`src/design/lbfr_pkg.sv`:
```
// Shared types, codes and helper functions for the LIN block frame receiver.
`timescale 1ns / 1ps

package lbfr_pkg;

   localparam int FRAMES_PER_BLOCK_DEF     = 8;
   localparam int DATA_BYTES_PER_FRAME_DEF = 8;

   localparam int ID_W    = 6;
   localparam int BYTE_W  = 8;
   localparam int INDEX_W = 6;

   localparam logic [BYTE_W-1:0] SYNC_BYTE = 8'h55;

   typedef enum logic [0:0] {
      OP_BREAK = 1'b0,
      OP_BYTE  = 1'b1
   } op_type;

   typedef enum logic [2:0] {
      PH_WAIT,
      PH_DROP,
      PH_SYNC,
      PH_PID,
      PH_DATA,
      PH_CSUM
   } phase_type;

   typedef enum logic [1:0] {
      ST_NONE = 2'd0,
      ST_OK   = 2'd1,
      ST_HDR  = 2'd2,
      ST_CSUM = 2'd3
   } status_type;

   typedef enum logic [1:0] {
      BERR_OK   = 2'd0,
      BERR_HDR  = 2'd1,
      BERR_CSUM = 2'd2
   } berr_type;

   typedef struct packed {
      op_type            op;
      logic [BYTE_W-1:0] rx_byte;
   } req_item_type;

   typedef struct packed {
      logic               byte_valid;
      logic [BYTE_W-1:0]  byte_value;
      logic [INDEX_W-1:0] byte_index;
      status_type         frame_status;
      logic               block_done;
      berr_type           block_error;
   } rsp_item_type;

   // LIN protected ID parity bits {P1, P0}
   function automatic logic [1:0] lin_parity(input logic [ID_W-1:0] id);
      logic p0;
      logic p1;
      p0 = id[0] ^ id[1] ^ id[2] ^ id[4];
      p1 = ~(id[1] ^ id[3] ^ id[4] ^ id[5]);
      return {p1, p0};
   endfunction

   // 8-bit add with end-around carry
   function automatic logic [BYTE_W-1:0] add_carry(input logic [BYTE_W-1:0] s,
                                                   input logic [BYTE_W-1:0] b);
      logic [BYTE_W:0] t;
      t = {1'b0, s} + {1'b0, b};
      return t[BYTE_W-1:0] + {{(BYTE_W-1){1'b0}}, t[BYTE_W]};
   endfunction

endpackage

```
`src/design/lbfr_in_stage.sv`:
```
// Input register stage: holds one accepted item until the frame engine takes it.
`timescale 1ns / 1ps

module lbfr_in_stage (
   input  logic                 clock,
   input  logic                 reset,
   input  logic                 req_tvalid,
   output logic                 req_tready,
   input  lbfr_pkg::req_item_type req_item,
   input  logic                 advance,
   output logic                 item_valid,
   output lbfr_pkg::req_item_type item
);
   import lbfr_pkg::*;

   logic         valid_ff;
   logic         valid_in;
   req_item_type item_ff;
   logic         load;

   assign req_tready = !valid_ff || advance;
   assign load       = req_tvalid && req_tready;

   always_comb begin
      valid_in = valid_ff;
      if (load) begin
         valid_in = 1'b1;
      end else if (advance) begin
         valid_in = 1'b0;
      end
   end

   always_ff @(posedge clock) begin
      if (reset) begin
         valid_ff <= 1'b0;
      end else begin
         valid_ff <= valid_in;
      end
   end

   always_ff @(posedge clock) begin
      if (load) begin
         item_ff <= req_item;
      end
   end

   assign item_valid = valid_ff;
   assign item       = item_ff;

endmodule

```
`src/design/lbfr_frame_fsm.sv`:
```
// Frame engine: header checks, data byte indexing, checksum and block bookkeeping.
`timescale 1ns / 1ps

module lbfr_frame_fsm #(
   parameter int FRAMES_PER_BLOCK     = lbfr_pkg::FRAMES_PER_BLOCK_DEF,
   parameter int DATA_BYTES_PER_FRAME = lbfr_pkg::DATA_BYTES_PER_FRAME_DEF
) (
   input  logic                        clock,
   input  logic                        reset,
   input  logic                        csr_we,
   input  logic [lbfr_pkg::ID_W-1:0]   csr_wdata,
   input  logic                        step,
   input  lbfr_pkg::req_item_type      item,
   output logic                        rslt_present,
   output lbfr_pkg::rsp_item_type      rslt
);
   import lbfr_pkg::*;

   localparam int SLOT_W = (FRAMES_PER_BLOCK > 1) ? $clog2(FRAMES_PER_BLOCK) : 1;
   localparam int BIF_W  = (DATA_BYTES_PER_FRAME > 1) ? $clog2(DATA_BYTES_PER_FRAME) : 1;
   localparam logic [SLOT_W-1:0] SLOT_LAST = SLOT_W'(FRAMES_PER_BLOCK - 1);
   localparam logic [BIF_W-1:0]  BIF_LAST  = BIF_W'(DATA_BYTES_PER_FRAME - 1);

   logic [ID_W-1:0]    accepted_id_ff;
   phase_type          phase_ff, phase_in;
   logic [SLOT_W-1:0]  slot_ff, slot_in;
   logic [BIF_W-1:0]   bif_ff, bif_in;
   logic [INDEX_W-1:0] widx_ff, widx_in;
   logic [BYTE_W-1:0]  sum_ff, sum_in;
   berr_type           sticky_ff, sticky_in;

   logic [BYTE_W-1:0]  b;
   logic               slot_end;
   status_type         end_status;

   always_ff @(posedge clock) begin
      if (reset) begin
         accepted_id_ff <= '0;
      end else if (csr_we) begin
         accepted_id_ff <= csr_wdata;
      end
   end

   always_ff @(posedge clock) begin
      if (reset) begin
         phase_ff  <= PH_WAIT;
         slot_ff   <= '0;
         bif_ff    <= '0;
         widx_ff   <= '0;
         sum_ff    <= '0;
         sticky_ff <= BERR_OK;
      end else begin
         phase_ff  <= phase_in;
         slot_ff   <= slot_in;
         bif_ff    <= bif_in;
         widx_ff   <= widx_in;
         sum_ff    <= sum_in;
         sticky_ff <= sticky_in;
      end
   end

   assign b = item.rx_byte;

   always_comb begin
      phase_in     = phase_ff;
      slot_in      = slot_ff;
      bif_in       = bif_ff;
      widx_in      = widx_ff;
      sum_in       = sum_ff;
      sticky_in    = sticky_ff;
      slot_end     = 1'b0;
      end_status   = ST_NONE;
      rslt_present = 1'b0;
      rslt         = '0;

      if (step) begin
         if (item.op == OP_BREAK) begin
            // break counts only while waiting for a header
            if (phase_ff == PH_WAIT) begin
               phase_in = PH_DROP;
            end
         end else begin
            unique case (phase_ff)
               PH_WAIT: begin
               end
               PH_DROP: begin
                  phase_in = PH_SYNC;
               end
               PH_SYNC: begin
                  if (b != SYNC_BYTE) begin
                     slot_end   = 1'b1;
                     end_status = ST_HDR;
                  end else begin
                     phase_in = PH_PID;
                  end
               end
               PH_PID: begin
                  if (b[ID_W-1:0] != accepted_id_ff ||
                      b[BYTE_W-1:ID_W] != lin_parity(b[ID_W-1:0])) begin
                     slot_end   = 1'b1;
                     end_status = ST_HDR;
                  end else begin
                     sum_in   = b;
                     bif_in   = '0;
                     phase_in = PH_DATA;
                  end
               end
               PH_DATA: begin
                  sum_in            = add_carry(sum_ff, b);
                  rslt_present      = 1'b1;
                  rslt.byte_valid   = 1'b1;
                  rslt.byte_value   = b;
                  rslt.byte_index   = widx_ff;
                  widx_in           = widx_ff + INDEX_W'(1);
                  bif_in            = bif_ff + BIF_W'(1);
                  if (bif_ff == BIF_LAST) begin
                     phase_in = PH_CSUM;
                  end
               end
               PH_CSUM: begin
                  slot_end   = 1'b1;
                  end_status = (b != ~sum_ff) ? ST_CSUM : ST_OK;
               end
               default: begin
               end
            endcase
         end
      end

      if (slot_end) begin
         if (end_status == ST_HDR) begin
            sticky_in = BERR_HDR;
         end else if (end_status == ST_CSUM) begin
            sticky_in = BERR_CSUM;
         end
         phase_in          = PH_WAIT;
         bif_in            = '0;
         sum_in            = '0;
         rslt_present      = 1'b1;
         rslt.frame_status = end_status;
         if (slot_ff == SLOT_LAST) begin
            rslt.block_done  = 1'b1;
            rslt.block_error = sticky_in;
            slot_in          = '0;
            widx_in          = '0;
            sticky_in        = BERR_OK;
         end else begin
            slot_in = slot_ff + SLOT_W'(1);
         end
      end
   end

endmodule

```
`src/design/lbfr_out_stage.sv`:
```
// Result register: holds one result item until the downstream side takes it.
`timescale 1ns / 1ps

module lbfr_out_stage (
   input  logic                   clock,
   input  logic                   reset,
   input  logic                   load,
   input  lbfr_pkg::rsp_item_type rslt,
   output logic                   out_free,
   output logic                   rsp_tvalid,
   input  logic                   rsp_tready,
   output lbfr_pkg::rsp_item_type rsp_item
);
   import lbfr_pkg::*;

   logic         valid_ff;
   logic         valid_in;
   rsp_item_type data_ff;

   assign out_free = !valid_ff || rsp_tready;

   always_comb begin
      valid_in = valid_ff;
      if (load) begin
         valid_in = 1'b1;
      end else if (rsp_tready) begin
         valid_in = 1'b0;
      end
   end

   always_ff @(posedge clock) begin
      if (reset) begin
         valid_ff <= 1'b0;
      end else begin
         valid_ff <= valid_in;
      end
   end

   always_ff @(posedge clock) begin
      if (load) begin
         data_ff <= rslt;
      end
   end

   assign rsp_tvalid = valid_ff;
   assign rsp_item   = data_ff;

endmodule

```
`src/design/lin_block_frame_receiver.sv`:
```
// LIN slave block receiver (enhanced checksum): top level and stream ports.
// An item's result goes from the input register through the frame engine into the result register.
// Throughput: one item per cycle; the input and result registers stall only on rsp_tready.
// Items that cause no result (breaks, dropped, good sync and good PID bytes) still take a slot
// in the input register until they advance.
// Reset: synchronous, active high; clears accepted_id, frame state and both valid flags.
`timescale 1ns / 1ps

module lin_block_frame_receiver #(
   parameter int FRAMES_PER_BLOCK     = lbfr_pkg::FRAMES_PER_BLOCK_DEF,
   parameter int DATA_BYTES_PER_FRAME = lbfr_pkg::DATA_BYTES_PER_FRAME_DEF
) (
   input  logic                      clock,
   input  logic                      reset,
   input  logic                      csr_we,
   input  logic [lbfr_pkg::ID_W-1:0] csr_wdata,  // accepted_id
   input  logic                      req_tvalid,
   output logic                      req_tready,
   input  logic [7:0]                req_tdata,  // rx_byte[7:0]
   input  logic                      req_tuser,  // op[0]
   output logic                      rsp_tvalid,
   input  logic                      rsp_tready,
   // byte_value[7:0], byte_index[13:8], frame_status[15:14], block_error[17:16], zero pad
   output logic [23:0]               rsp_tdata,
   output logic                      rsp_tuser,  // byte_valid[0]
   output logic                      rsp_tlast   // block_done
);
   import lbfr_pkg::*;

   req_item_type req_item;
   req_item_type item;
   logic         item_valid;
   logic         advance;
   logic         out_free;
   logic         rslt_present;
   rsp_item_type rslt;
   rsp_item_type rsp_item;

   assign req_item.op      = op_type'(req_tuser);
   assign req_item.rx_byte = req_tdata;

   assign advance = item_valid && out_free;

   lbfr_in_stage u_in_stage (
      .clock      (clock),
      .reset      (reset),
      .req_tvalid (req_tvalid),
      .req_tready (req_tready),
      .req_item   (req_item),
      .advance    (advance),
      .item_valid (item_valid),
      .item       (item)
   );

   lbfr_frame_fsm #(
      .FRAMES_PER_BLOCK     (FRAMES_PER_BLOCK),
      .DATA_BYTES_PER_FRAME (DATA_BYTES_PER_FRAME)
   ) u_frame_fsm (
      .clock        (clock),
      .reset        (reset),
      .csr_we       (csr_we),
      .csr_wdata    (csr_wdata),
      .step         (advance),
      .item         (item),
      .rslt_present (rslt_present),
      .rslt         (rslt)
   );

   lbfr_out_stage u_out_stage (
      .clock      (clock),
      .reset      (reset),
      .load       (advance && rslt_present),
      .rslt       (rslt),
      .out_free   (out_free),
      .rsp_tvalid (rsp_tvalid),
      .rsp_tready (rsp_tready),
      .rsp_item   (rsp_item)
   );

   assign rsp_tdata = {6'd0, rsp_item.block_error, rsp_item.frame_status,
                       rsp_item.byte_index, rsp_item.byte_value};
   assign rsp_tuser = rsp_item.byte_valid;
   assign rsp_tlast = rsp_item.block_done;

`ifndef SYNTHESIS
   // a new item may only enter a full input register when the held one moves on
   a_in_overwrite: assert property (@(posedge clock) disable iff (reset)
      req_tvalid && req_tready && item_valid |-> advance)
      else $error("input register overwritten before its item advanced");

   // block end always comes with a frame status and never with a data byte
   a_done_status: assert property (@(posedge clock) disable iff (reset)
      rsp_tvalid && rsp_tlast |-> rsp_tdata[15:14] != ST_NONE && !rsp_tuser)
      else $error("block end without frame status");

   // data byte results carry no frame or block status
   a_byte_clean: assert property (@(posedge clock) disable iff (reset)
      rsp_tvalid && rsp_tuser |-> rsp_tdata[15:14] == ST_NONE && rsp_tdata[17:16] == BERR_OK)
      else $error("data byte result carries status");
`endif

endmodule
```
`config.mk`:
```
export PLATFORM = sky130hd
export DESIGN_NAME = lin_block_frame_receiver
export DESIGN_NICKNAME = d
export VERILOG_FILES = /design/src/design/lbfr_pkg.sv /design/src/design/lbfr_in_stage.sv /design/src/design/lbfr_frame_fsm.sv /design/src/design/lbfr_out_stage.sv /design/src/design/lin_block_frame_receiver.sv
export SDC_FILE = /design/constraint.sdc
export NUM_CORES = 1
export LEC_CHECK = 0
export ABC_CLOCK_PERIOD_IN_PS = 6500
export BUFFER_PORTS_ARGS = -buffer_cell sky130_fd_sc_hd__buf_2
export CORE_MARGIN = 3
export CORE_UTILIZATION = 31
export CTS_BUF_LIST = sky130_fd_sc_hd__clkbuf_2
export CTS_CLUSTER_SIZE = 16
export DETAILED_ROUTE_END_ITERATION = 8
export PLACE_DENSITY = 0.58
export REMOVE_ABC_BUFFERS = 1
export SYNTH_ARGS = -nofsm -noshare
export SYNTH_HDL_FRONTEND = slang
export SYNTH_SLANG_ARGS = --single-unit
```
`constraint.sdc`:
```
create_clock -name clock -period 6.5 [get_ports clock]
set_input_delay 0.325 -clock clock [delete_from_list [all_inputs] [get_ports clock]]
set_output_delay 0.325 -clock clock [all_outputs]
set_load 0.05 [all_outputs]
```
==> impl_metrics.tcl, run 1 <==
set metrics [dict create \
    slew-limit-headroom_pct 27.98 \
    place.port_buffers 41 \
    core_area_mm2 0.009955 \
    htreeDepth 3 \
    ys_seq_area_share_pct 47.44 \
    cts_root_cell "sky130_fd_sc_hd__clkbuf_2" \
    timing.setup.tns_ns 0 \
    drt_iter0_markers 96 \
    timing.final.hold_violations 0 \
    power_per_cell_area_mw_per_mm2 194.8 \
    globalRouteOverflowTotal 0 \
    worst_ir_drop_vdd_mv 0.1129 \
    tritoncts "done" \
    outcome "completed" \
    vias_per_cell 4.845 \
    cell_area_after_synthesis_mm2 0.003228 \
    layout.filler_cells 995 \
    grt_pass1_vias 2286 \
    grt_start_max_net_pins 21 \
    rsz0062_at_grt "no" \
    finalCritPeriodShare_pct 53.04 \
    clock_sink_count 62 \
    grt_first_pass_wirelength_mm 11.49 \
    share_of_post_route_cells_with_drive_strength_above_1_pct 18.70 \
    route.vias.total 2432 \
    critical_path.endpoint_type "flop" \
    final-seq-area_mm2 0.001531 \
    drt-total-wl_mm 6.796 \
    synth_ff_type "sky130_fd_sc_hd__dfxtp_1" \
    clock_skew_ns 0.02708 \
    cts_hold_buf 9 \
    chipWidth_um 108.0 \
    antenna_found_initial 0 \
    postSynth.asyncResetShare_pct 0 \
    postSynthRegisterBits 62 \
    cts_buffer_depth 2 \
    leakage_uw 0.001518 \
    startpoint_kind_of_the_worst_setup_timing_path "flop" \
    clkLatencyLatePin_ns 0.48 \
    crit_type "reg -> reg" \
    nets 401 \
    floorplan.initialDensity_pct 32.43 \
    synth.top_cells.by_area "sky130_fd_sc_hd__edfxtp_1, sky130_fd_sc_hd__dfxtp_1, sky130_fd_sc_hd__ha_1, sky130_fd_sc_hd__xnor2_1, sky130_fd_sc_hd__nor2_1" \
    ys_types 51 \
    die_outline_area_mm2 0.01167 \
    hold_depth 3 \
    num_io_pins 48 \
    drt-pass1-iter-count 4 \
    synth_most_common_cell "sky130_fd_sc_hd__nor2_1" \
    multi_input_comb_area_mm2 0.001605 \
    critPathRequiredTime_ns 6.62 \
    report.final.slew_viol_count 0 \
    diodes 0 \
    total_power_uw 730.1 \
    drc_errors 0 \
    synth-warning-count 0 \
    path_clk_slew_ns 0.19 \
    hp-class "in -> reg" \
    max_cap_viol_count 0 \
    die_boundary_height_um 108.0 \
    postCtsSetupBuffers 0 \
    syn_inst 316 \
    clock.fmax_ghz 0.2901 \
    synth-edff-count 29 \
    finalSetupViolCount 0 \
    worstPathArrival_ns 3.57 \
    synth_top_area_share_pct 26.98 \
    worst-slew-pin-transition_ns 1.080 \
    place.detailed.hpwl_mm 4.944 \
    post_drt_wl_per_cell_um 13.54 \
    post_cts.resized_instances 0 \
    post_synth_most_frequent_cells "sky130_fd_sc_hd__nor2_1, sky130_fd_sc_hd__dfxtp_1, sky130_fd_sc_hd__edfxtp_1" \
    gp_congestion 0.8457 \
    fin_crit_ns 3.448 \
    area_growth_syn_to_layout_pct 16.09 \
    gr-usage-all-layers_pct 12.55 \
    num_rows 36 \
    timing.reg2reg.worst_path_depth 8 \
    syn-mean-instance-area_um2 10.22 \
    leading_area_contributor_after_synthesis "sky130_fd_sc_hd__edfxtp_1" \
    cts-buffers-inserted 9 \
    timing.critical_path.fanout_max 20 \
    route.antenna.remaining_nets 0 \
]
routing by layer:
layer	vias to the layer above	routed length [um]	track usage, %
met5	-	0	0
met2	81	2995	19.18
met4	0	76	3.968
li1	1238	-	-
met1	1107	3261	16.89
met3	6	462	4.060
sequential cells by signal, summed over array words and instances, names as in the netlist:
register,count
u_frame_fsm.sum_ff,8
u_frame_fsm.sticky_ff,2
u_frame_fsm.phase_ff,3
u_in_stage.item_valid,1
u_out_stage.rsp_item,20
u_in_stage.item,9
u_frame_fsm.widx_ff,6
u_frame_fsm.accepted_id_ff,6
u_out_stage.rsp_tvalid,1
u_frame_fsm.slot_ff,3
u_frame_fsm.bif_ff,3
area by class of cell:
cell class                      count  area share (%)
Clock buffer                        9           1.202
Clock inverter                      7           1.970
Inverter                            6          0.6010
Multi-Input combinational cell    234           42.84
Sequential cell                    62           40.87
Tap cell                          133           4.441
Timing Repair Buffer               51           8.080
final timing paths:
check,end,startpoint,slack [ns]
hold / removal,u_in_stage.item_valid,req_tvalid,0.07
setup / recovery,u_out_stage.rsp_item[14],u_in_stage.item[1],3.05
hold reg to reg,u_frame_fsm.bif_ff[2],u_frame_fsm.bif_ff[2],0.47
setup reg to reg,u_out_stage.rsp_item[14],u_in_stage.item[1],3.05
cell usage in the layout (no fill, tap or decap), types with 3 or more instances in the layout:
| master | n |
|---|---|
| sky130_fd_sc_hd__buf_2 | 41 |
| sky130_fd_sc_hd__edfxtp_1 | 29 |
| sky130_fd_sc_hd__xnor2_1 | 16 |
| sky130_fd_sc_hd__xor2_1 | 7 |
| sky130_fd_sc_hd__dfxtp_1 | 33 |
| sky130_fd_sc_hd__mux2i_1 | 10 |
| sky130_fd_sc_hd__nand3_1 | 11 |
| sky130_fd_sc_hd__and3_1 | 15 |
| sky130_fd_sc_hd__nor3_1 | 8 |
| sky130_fd_sc_hd__a21oi_1 | 17 |
| sky130_fd_sc_hd__and2_1 | 3 |
| sky130_fd_sc_hd__clkbuf_2 | 9 |
| sky130_fd_sc_hd__ha_1 | 16 |
| sky130_fd_sc_hd__nand2_1 | 26 |
| sky130_fd_sc_hd__a21o_1 | 3 |
| sky130_fd_sc_hd__a211oi_1 | 6 |
| sky130_fd_sc_hd__clkinv_4 | 3 |
| sky130_fd_sc_hd__conb_1 | 6 |
| sky130_fd_sc_hd__inv_1 | 5 |
| sky130_fd_sc_hd__dlygate4sd3_1 | 9 |
| sky130_fd_sc_hd__o21ai_0 | 7 |
| sky130_fd_sc_hd__nand4_1 | 3 |
| sky130_fd_sc_hd__and4_1 | 3 |
| sky130_fd_sc_hd__nor2_1 | 37 |
worst max-delay path, stage by stage, from the launching register on:
cell	delay [ns]
sky130_fd_sc_hd__edfxtp_1	0.54
sky130_fd_sc_hd__inv_1	0.11
sky130_fd_sc_hd__ha_1	0.30
sky130_fd_sc_hd__xnor2_1	0.14
sky130_fd_sc_hd__xnor2_1	0.27
sky130_fd_sc_hd__nor4_4	0.08
sky130_fd_sc_hd__a211oi_2	0.43
sky130_fd_sc_hd__o21ai_2	0.27
sky130_fd_sc_hd__a21oi_2	0.93
stage by stage:
step	std cells	setup slack (ns)	cell area (um2)	hold slack (ns)	util, %
2_1_floorplan	302	3.194	3151	0.3941	-
3_3_place_gp	477	3.141	3538	0.4424	35.55
3_5_place_dp	477	3.020	3538	0.4515	35.55
4_1_cts	502	2.948	3747	0.01366	37.64
5_1_grt	502	2.652	3747	0.01087	37.64
6_report	502	3.052	3747	0.06649	37.64
kinds of logic after synthesis:
group / synth area share (%)
buf+inv: 3.682
fa+ha+maj: 6.822
simple gates: 19.34
flops: 47.44
compound gates: 11.28
xor+xnor: 8.217
other cells: 0.1162
mux: 3.101
power breakdown:
group	switching [uW]	total [uW]	internal (uW)
logic	36.9	65.4	28.5
registers	10.9	424	413
clock network	150	240	90.4
Note: power is estimated with default switching activity, not from simulation.
==> run 2, diff against run 1 <==
- ABC_CLOCK_PERIOD_IN_PS: 6500 -> 3250
- clock period: 6.5 -> 3.25 ns (I/O delays scaled with it)
==> run 2 against run 1 <==
Clock skew increased by 0.0017 ns. Via count increased by 5.9%. Worst setup slack got worse by 2.9 ns. Clock-buffer cell count unchanged. Design area increased by 9.6%. Sequential share of layout area decreased by 3.6 points. Die area unchanged. Hold slack improved by 0.29 ns. Fmax increased by 13%. Critical path type unchanged.
==> impl_metrics.tcl, run 2 (same netlist as run 1, synthesis figures left out) <==
set metrics [dict create \
    gp_congestion 0.8869 \
    timing.reg2reg.worst_path_depth 14 \
    htreeDepth 3 \
    postPlaceCellArea_mm2 0.003641 \
    timing.hold.ws_ns 0.3594 \
    drt-pass1-iter-count 4 \
    largest_reg_flops 20 \
    place.detailed.hpwl_mm 5.111 \
    drc_errors 0 \
    crit_type "reg -> reg" \
    share_of_post_route_cells_with_drive_strength_above_1_pct 21.34 \
    diodes 0 \
    timing.rr.end "u_frame_fsm.sum_ff[4]" \
    post_drt_wl_per_cell_um 13.40 \
    report.final.slew_viol_count 0 \
    clock_sink_count 62 \
    fin_crit_ns 3.059 \
    max_cap_viol_count 0 \
    rsz0062_at_grt "yes" \
    drt-total-wl_mm 7.180 \
    die_outline_area_mm2 0.01167 \
    final-seq-area_mm2 0.001531 \
    layout.cells.most_common_list "sky130_fd_sc_hd__buf_2, sky130_fd_sc_hd__nor2_1, sky130_fd_sc_hd__dfxtp_1" \
    vias_per_cell 4.806 \
    hp-class "in -> reg" \
    chipWidth_um 108.0 \
    clkLatencyLatePin_ns 0.50 \
    finalSetupViolCount 0 \
    antenna_found_initial 0 \
    hold_depth 2 \
    place.port_buffers 41 \
    grt_pass1_vias 2501 \
    worst_ir_drop_vdd_mv 0.2099 \
    cts_buffer_depth 2 \
    timing.final.hold_violations 0 \
    outcome "completed" \
    drt_iter0_markers 114 \
    floorplan.initialDensity_pct 32.43 \
    route.vias.total 2576 \
    globalRouteOverflowTotal 0 \
    worstPathArrival_ns 3.49 \
    dpl.cell_count 489 \
    regToRegStartpoint "u_in_stage.item[0]" \
    multi_input_comb_area_mm2 0.001618 \
    critical_path.endpoint_type "flop" \
    clock.fmax_ghz 0.3269 \
    finalCritPeriodShare_pct 94.11 \
    leakage_uw 0.001684 \
    core_area_mm2 0.009955 \
    regToRegSetupSlack_ns 0.19 \
    cts-buffers-inserted 9 \
    route.antenna.remaining_nets 0 \
    startpoint_kind_of_the_worst_setup_timing_path "flop" \
    final_common_cell "sky130_fd_sc_hd__buf_2" \
    power_per_cell_area_mw_per_mm2 387.0 \
    clock_skew_ns 0.02881 \
    tritoncts "done" \
    num_rows 36 \
    area_growth_syn_to_layout_pct 27.29 \
    grt_start_max_net_pins 24 \
    whs_endpoint "u_in_stage.item[7]" \
    grt_first_pass_wirelength_mm 12.09 \
    cts_root_cell "sky130_fd_sc_hd__clkbuf_2" \
    final_cell_area_mm2 0.004109 \
    die_boundary_height_um 108.0 \
    gr-usage-all-layers_pct 13.12 \
    num_io_pins 48 \
    path_clk_slew_ns 0.19 \
    hp-start "req_tdata[7]" \
    critPathRequiredTime_ns 3.68 \
    final_non_filler_cell_total 536 \
    layout.filler_cells 973 \
    nets 435 \
    timing.critical_path.fanout_max 3 \
    total_power_uw 1590 \
]
[run 2: cell count changes in the layout (fill, tap and decap cells not counted), moves of 2 or more]
cell,previous run,this run
sky130_fd_sc_hd__dlygate4sd3_1,9,30
sky130_fd_sc_hd__buf_4,1,13
sky130_fd_sc_hd__clkinv_4,3,1
sky130_fd_sc_hd__inv_6,1,3
[run 2: layout make-up]
cell class                      count  area share, %
Sequential cell                    62          37.27
Inverter                            6         0.5481
Tap cell                          133          4.050
Multi-Input combinational cell    234          39.37
Clock inverter                      7          2.497
Timing Repair Buffer               85          15.16
Clock buffer                        9          1.096
[run 2: where the power goes]
group,switching [uW],internal (uW)
clock,316,264
sequential,16.0,827
combinational,85.5,82.1
total,417,1170
[run 2: worst max path at each step]
stage	depth (start not counted)	slack (ns)	endpoint	from
detailed placement	14	0.08	u_frame_fsm.sum_ff[4]	u_in_stage.item[0]
CTS	14	0.02	u_frame_fsm.sum_ff[4]	u_in_stage.item[0]
finish	14	0.19	u_frame_fsm.sum_ff[4]	u_in_stage.item[0]
floorplan	8	-0.06	u_out_stage.rsp_item[0]	u_in_stage.item[1]
global route	14	-0.04	u_frame_fsm.sum_ff[4]	u_in_stage.item[0]
global placement	14	0.17	u_frame_fsm.sum_ff[4]	u_in_stage.item[0]
[run 2: routing by layer]
metal  global-route usage, %  vias to the layer above  routed length, um
li1                        -                     1301                  -
met1                   17.49                     1203               3508
met2                   20.29                       59               3205
met3                   3.343                       13                300
met4                   5.410                        0                165
met5                       0                        -                  0
[run 2: worst max-delay path, cell delays in order (launching register included)]
cell and delay [ns]:
sky130_fd_sc_hd__edfxtp_1 0.43, sky130_fd_sc_hd__ha_1 0.26, sky130_fd_sc_hd__fa_2 0.37, sky130_fd_sc_hd__a211oi_2 0.23, sky130_fd_sc_hd__o31ai_1 0.14, sky130_fd_sc_hd__a21o_1 0.19, sky130_fd_sc_hd__a21o_1 0.17, sky130_fd_sc_hd__ha_1 0.20
sky130_fd_sc_hd__ha_1 0.19, sky130_fd_sc_hd__and2_1 0.15, sky130_fd_sc_hd__nor3b_2 0.16, sky130_fd_sc_hd__xnor2_1 0.13, sky130_fd_sc_hd__a211oi_1 0.24, sky130_fd_sc_hd__a21oi_1 0.06, sky130_fd_sc_hd__nor2_1 0.08
[run 2: timing repair]
| item | CTS | global route |
|---|---|---|
| buffers inserted | 0 | 1 |
| gates resized for setup | 0 | 3 |
| hold buffers | 30 | 0 |
| setup endpoints to repair | 0 | 3 |
| hold endpoints to repair | 19 | 0 |
[run 2: per-stage QoR]
stage                     util [%]  TNS (ns)  worst slack (ns)
after CTS                    41.08         0           0.02114
after floorplan                  -    -1.119          -0.05593
final                        41.28         0            0.1913
after global placement       36.58         0            0.1674
after detailed placement     36.58         0           0.07589
after global routing         41.28  -0.04383          -0.04383
==> run 3, diff against run 2 <==
- ABC_AREA: not set -> 1
- CORE_UTILIZATION: 31 -> 59
- PLACE_DENSITY: 0.58 -> 0.91
==> run 3 against run 2 <==
Worst setup slack gained 0.14 ns. Combinational power grew 32%. First-iteration DRC count grew to 2.7 times the previous value. Clock-buffer cell count is the same. Area after synthesis grew 5.3%. Non-clock buffer count shrank 24. Total power shrank 2.5%. Global-route usage grew 12 points. Critical path type unchanged. Largest cell class unchanged. Highest routed layer unchanged.
==> impl_metrics.tcl, run 3 <==
set metrics [dict create \
    ys_types 36 \
    final_non_filler_cell_total 593 \
    num_io_pins 48 \
    floorplan.initialDensity_pct 61.34 \
    synth_xor_area_share_pct 0.2577 \
    drt-total-wl_mm 7.755 \
    synth_mux_area_share_pct 0 \
    dpl.cell_count 558 \
    cell_area_after_synthesis_mm2 0.003398 \
    final_common_cell "sky130_fd_sc_hd__nand2_1" \
    grt_pass1_vias 2956 \
    timing.reg2reg.worst_path_depth 12 \
    layout.filler_cells 426 \
    postSynth.asyncResetShare_pct 0 \
    drt_iter0_markers 311 \
    finalSetupViolCount 0 \
    timing.final.hold_violations 0 \
    synth.top_cells.by_area "sky130_fd_sc_hd__edfxtp_1, sky130_fd_sc_hd__dfxtp_1, sky130_fd_sc_hd__nand2_1, sky130_fd_sc_hd__inv_1, sky130_fd_sc_hd__ha_1" \
    critical_path.endpoint_type "flop" \
    critPathRequiredTime_ns 3.68 \
    report.final.slew_viol_count 0 \
    cts_buffer_depth 2 \
    final_cell_area_mm2 0.003954 \
    die_boundary_height_um 81.90 \
    clock.fmax_ghz 0.3421 \
    route.vias.total 3190 \
    path_clk_slew_ns 0.18 \
    grt_first_pass_wirelength_mm 12.57 \
    tritoncts "done" \
    slew-limit-headroom_pct 54.44 \
    ys_seq_area_share_pct 45.07 \
    clock_sink_count 62 \
    gp_congestion 0.9580 \
    final-seq-area_mm2 0.001531 \
    vias_per_cell 5.379 \
    globalRouteOverflowTotal 0 \
    hold_depth 3 \
    synth-compound-area-share_pct 10.01 \
    syn_inst 451 \
    nets 553 \
    synth_ff_type "sky130_fd_sc_hd__dfxtp_1" \
    worstPathArrival_ns 3.35 \
    hp-class "in -> reg" \
    synth-warning-count 0 \
    timing.setup.tns_ns 0 \
    timing.critical_path.fanout_max 4 \
    route.antenna.remaining_nets 0 \
    diodes 0 \
    outcome "completed" \
    drt-pass1-iter-count 6 \
    largest_reg_flops 20 \
    clock_skew_ns 0.03485 \
    grt_start_max_net_pins 21 \
    post_drt_wl_per_cell_um 13.08 \
    timing.hold.ws_ns 0.08347 \
    synth_fa_ha_area_share_pct 6.480 \
    finalCritPeriodShare_pct 89.94 \
    cp_slowest_stage_delay_ns 0.48 \
    simple_gate_area_share_of_the_yosys_netlist_pct 28.02 \
    postPlaceCellArea_mm2 0.003647 \
    worst-slew-pin-transition_ns 0.6817 \
    fin_crit_ns 2.923 \
    cts_root_cell "sky130_fd_sc_hd__clkbuf_2" \
    synth_top_area_share_pct 25.63 \
    postCtsSetupBuffers 0 \
    crit_type "reg -> reg" \
    place.port_buffers 41 \
    synth_top_family_by_area "simple AND/OR/NAND/NOR gates" \
    share_of_post_route_cells_with_drive_strength_above_1_pct 14.59 \
    gr-usage-all-layers_pct 24.72 \
    synth-edff-count 29 \
    syn-mean-instance-area_um2 7.535 \
    startpoint_kind_of_the_worst_setup_timing_path "flop" \
    clkLatencyLatePin_ns 0.51 \
    leakage_uw 0.001870 \
    worst_ir_drop_vdd_mv 0.3114 \
    postSynthRegisterBits 62 \
    drc_errors 0 \
    chipWidth_um 81.90 \
    synth_most_common_cell "sky130_fd_sc_hd__nand2_1" \
    crit_path_top_delay_cell "sky130_fd_sc_hd__edfxtp_1" \
    power_per_cell_area_mw_per_mm2 392.3 \
    leading_area_contributor_after_synthesis "sky130_fd_sc_hd__edfxtp_1" \
    place.detailed.hpwl_mm 5.412 \
    max_cap_viol_count 0 \
    antenna_found_initial 0 \
    htreeDepth 3 \
    die_outline_area_mm2 0.006707 \
    crit_path_cell_trace "ha_1, fa_1, nand2_1, nand2_1, a221o_1, ha_1, ha_1, nand2_1, nor3_1, o21ai_0, nand3_1, a21oi_1" \
    post_synth_most_frequent_cells "sky130_fd_sc_hd__nand2_1, sky130_fd_sc_hd__inv_1, sky130_fd_sc_hd__nor2_1" \
    num_rows 27 \
    area_growth_syn_to_layout_pct 16.35 \
    rsz0062_at_grt "no" \
    multi_input_comb_area_mm2 0.001544 \
    cts-buffers-inserted 9 \
    layout.cells.most_common_list "sky130_fd_sc_hd__nand2_1, sky130_fd_sc_hd__inv_1, sky130_fd_sc_hd__nor2_1" \
    core_area_mm2 0.005540 \
]
run 3: cell count changes in the layout (fill, tap and decap cells not counted), sizes merged, moves of 10 or more:
cell         before  now
dlygate4sd3      30   19
o21ai            10   21
a21oi            18   33
buf              55   42
xnor2            17    1
inv               8   72
mux2i            10    0
nor2             37   50
and3             15    1
nand3            11   28
nand2            26  131
run 3: metal layers:
metal	up-vias	wire length, um	track usage [%]
li1	1582	-	-
met1	1431	3083	28.39
met2	151	3888	43.30
met3	26	582	6.250
met4	0	200	10.63
met5	-	0	0
run 3: cell families after synthesis:
| family | Yosys count |
|---|---|
| buffers and inverters | 83 |
| adders and majority gates | 17 |
| AOI/OAI and AO/OA | 61 |
| xor gates and xnor gates | 1 |
| DFF | 62 |
| and+or+nand+nor | 226 |
| other | 1 |
run 3: cell type report:
type,count,area share [%]
Clock buffer,9,1.139
Clock inverter,7,1.804
Inverter,71,6.804
Multi-Input combinational cell,311,39.05
Sequential cell,62,38.73
Tap cell,72,2.278
Timing Repair Buffer,61,10.19
run 3: through the flow:
step                      util, %  total power, uW  setup slack [ns]
final                       71.36             1551            0.3268
after floorplan                 -             1016            0.7506
after global routing        71.36             1615            0.1357
after global placement      65.83             1060            0.6593
after CTS                   71.36             1548            0.4175
after detailed placement    65.83             1066            0.5881
run 3: repair_timing:
item | 4_1_cts | 5_1_grt
hold endpoints to repair | 19 | 0
gates resized for setup | 0 | 0
hold buffers | 19 | 0
run 3: worst paths after layout:
check,from,end,slack (ns)
max reg2reg,u_in_stage.item[0],u_frame_fsm.sum_ff[4],0.33
max,u_in_stage.item[0],u_frame_fsm.sum_ff[4],0.33
min reg2reg,u_frame_fsm.slot_ff[1],u_frame_fsm.slot_ff[1],0.48
min,csr_we,u_frame_fsm.accepted_id_ff[1],0.08
run 3: power by group:
part	switching (uW)	internal (uW)	total, uW
combinational	147	74.0	221
sequential	18.2	835	853
clock	298	178	477
run 3: critical path: cells and delay by family, from the launching register on:
family                   cells  cell delay, ns
flip-flops                   1            0.48
AND/OR/NAND/NOR              5            0.51
AO/OA/AOI/OAI                3            0.77
adder cells (fa/ha/maj)      4            1.11
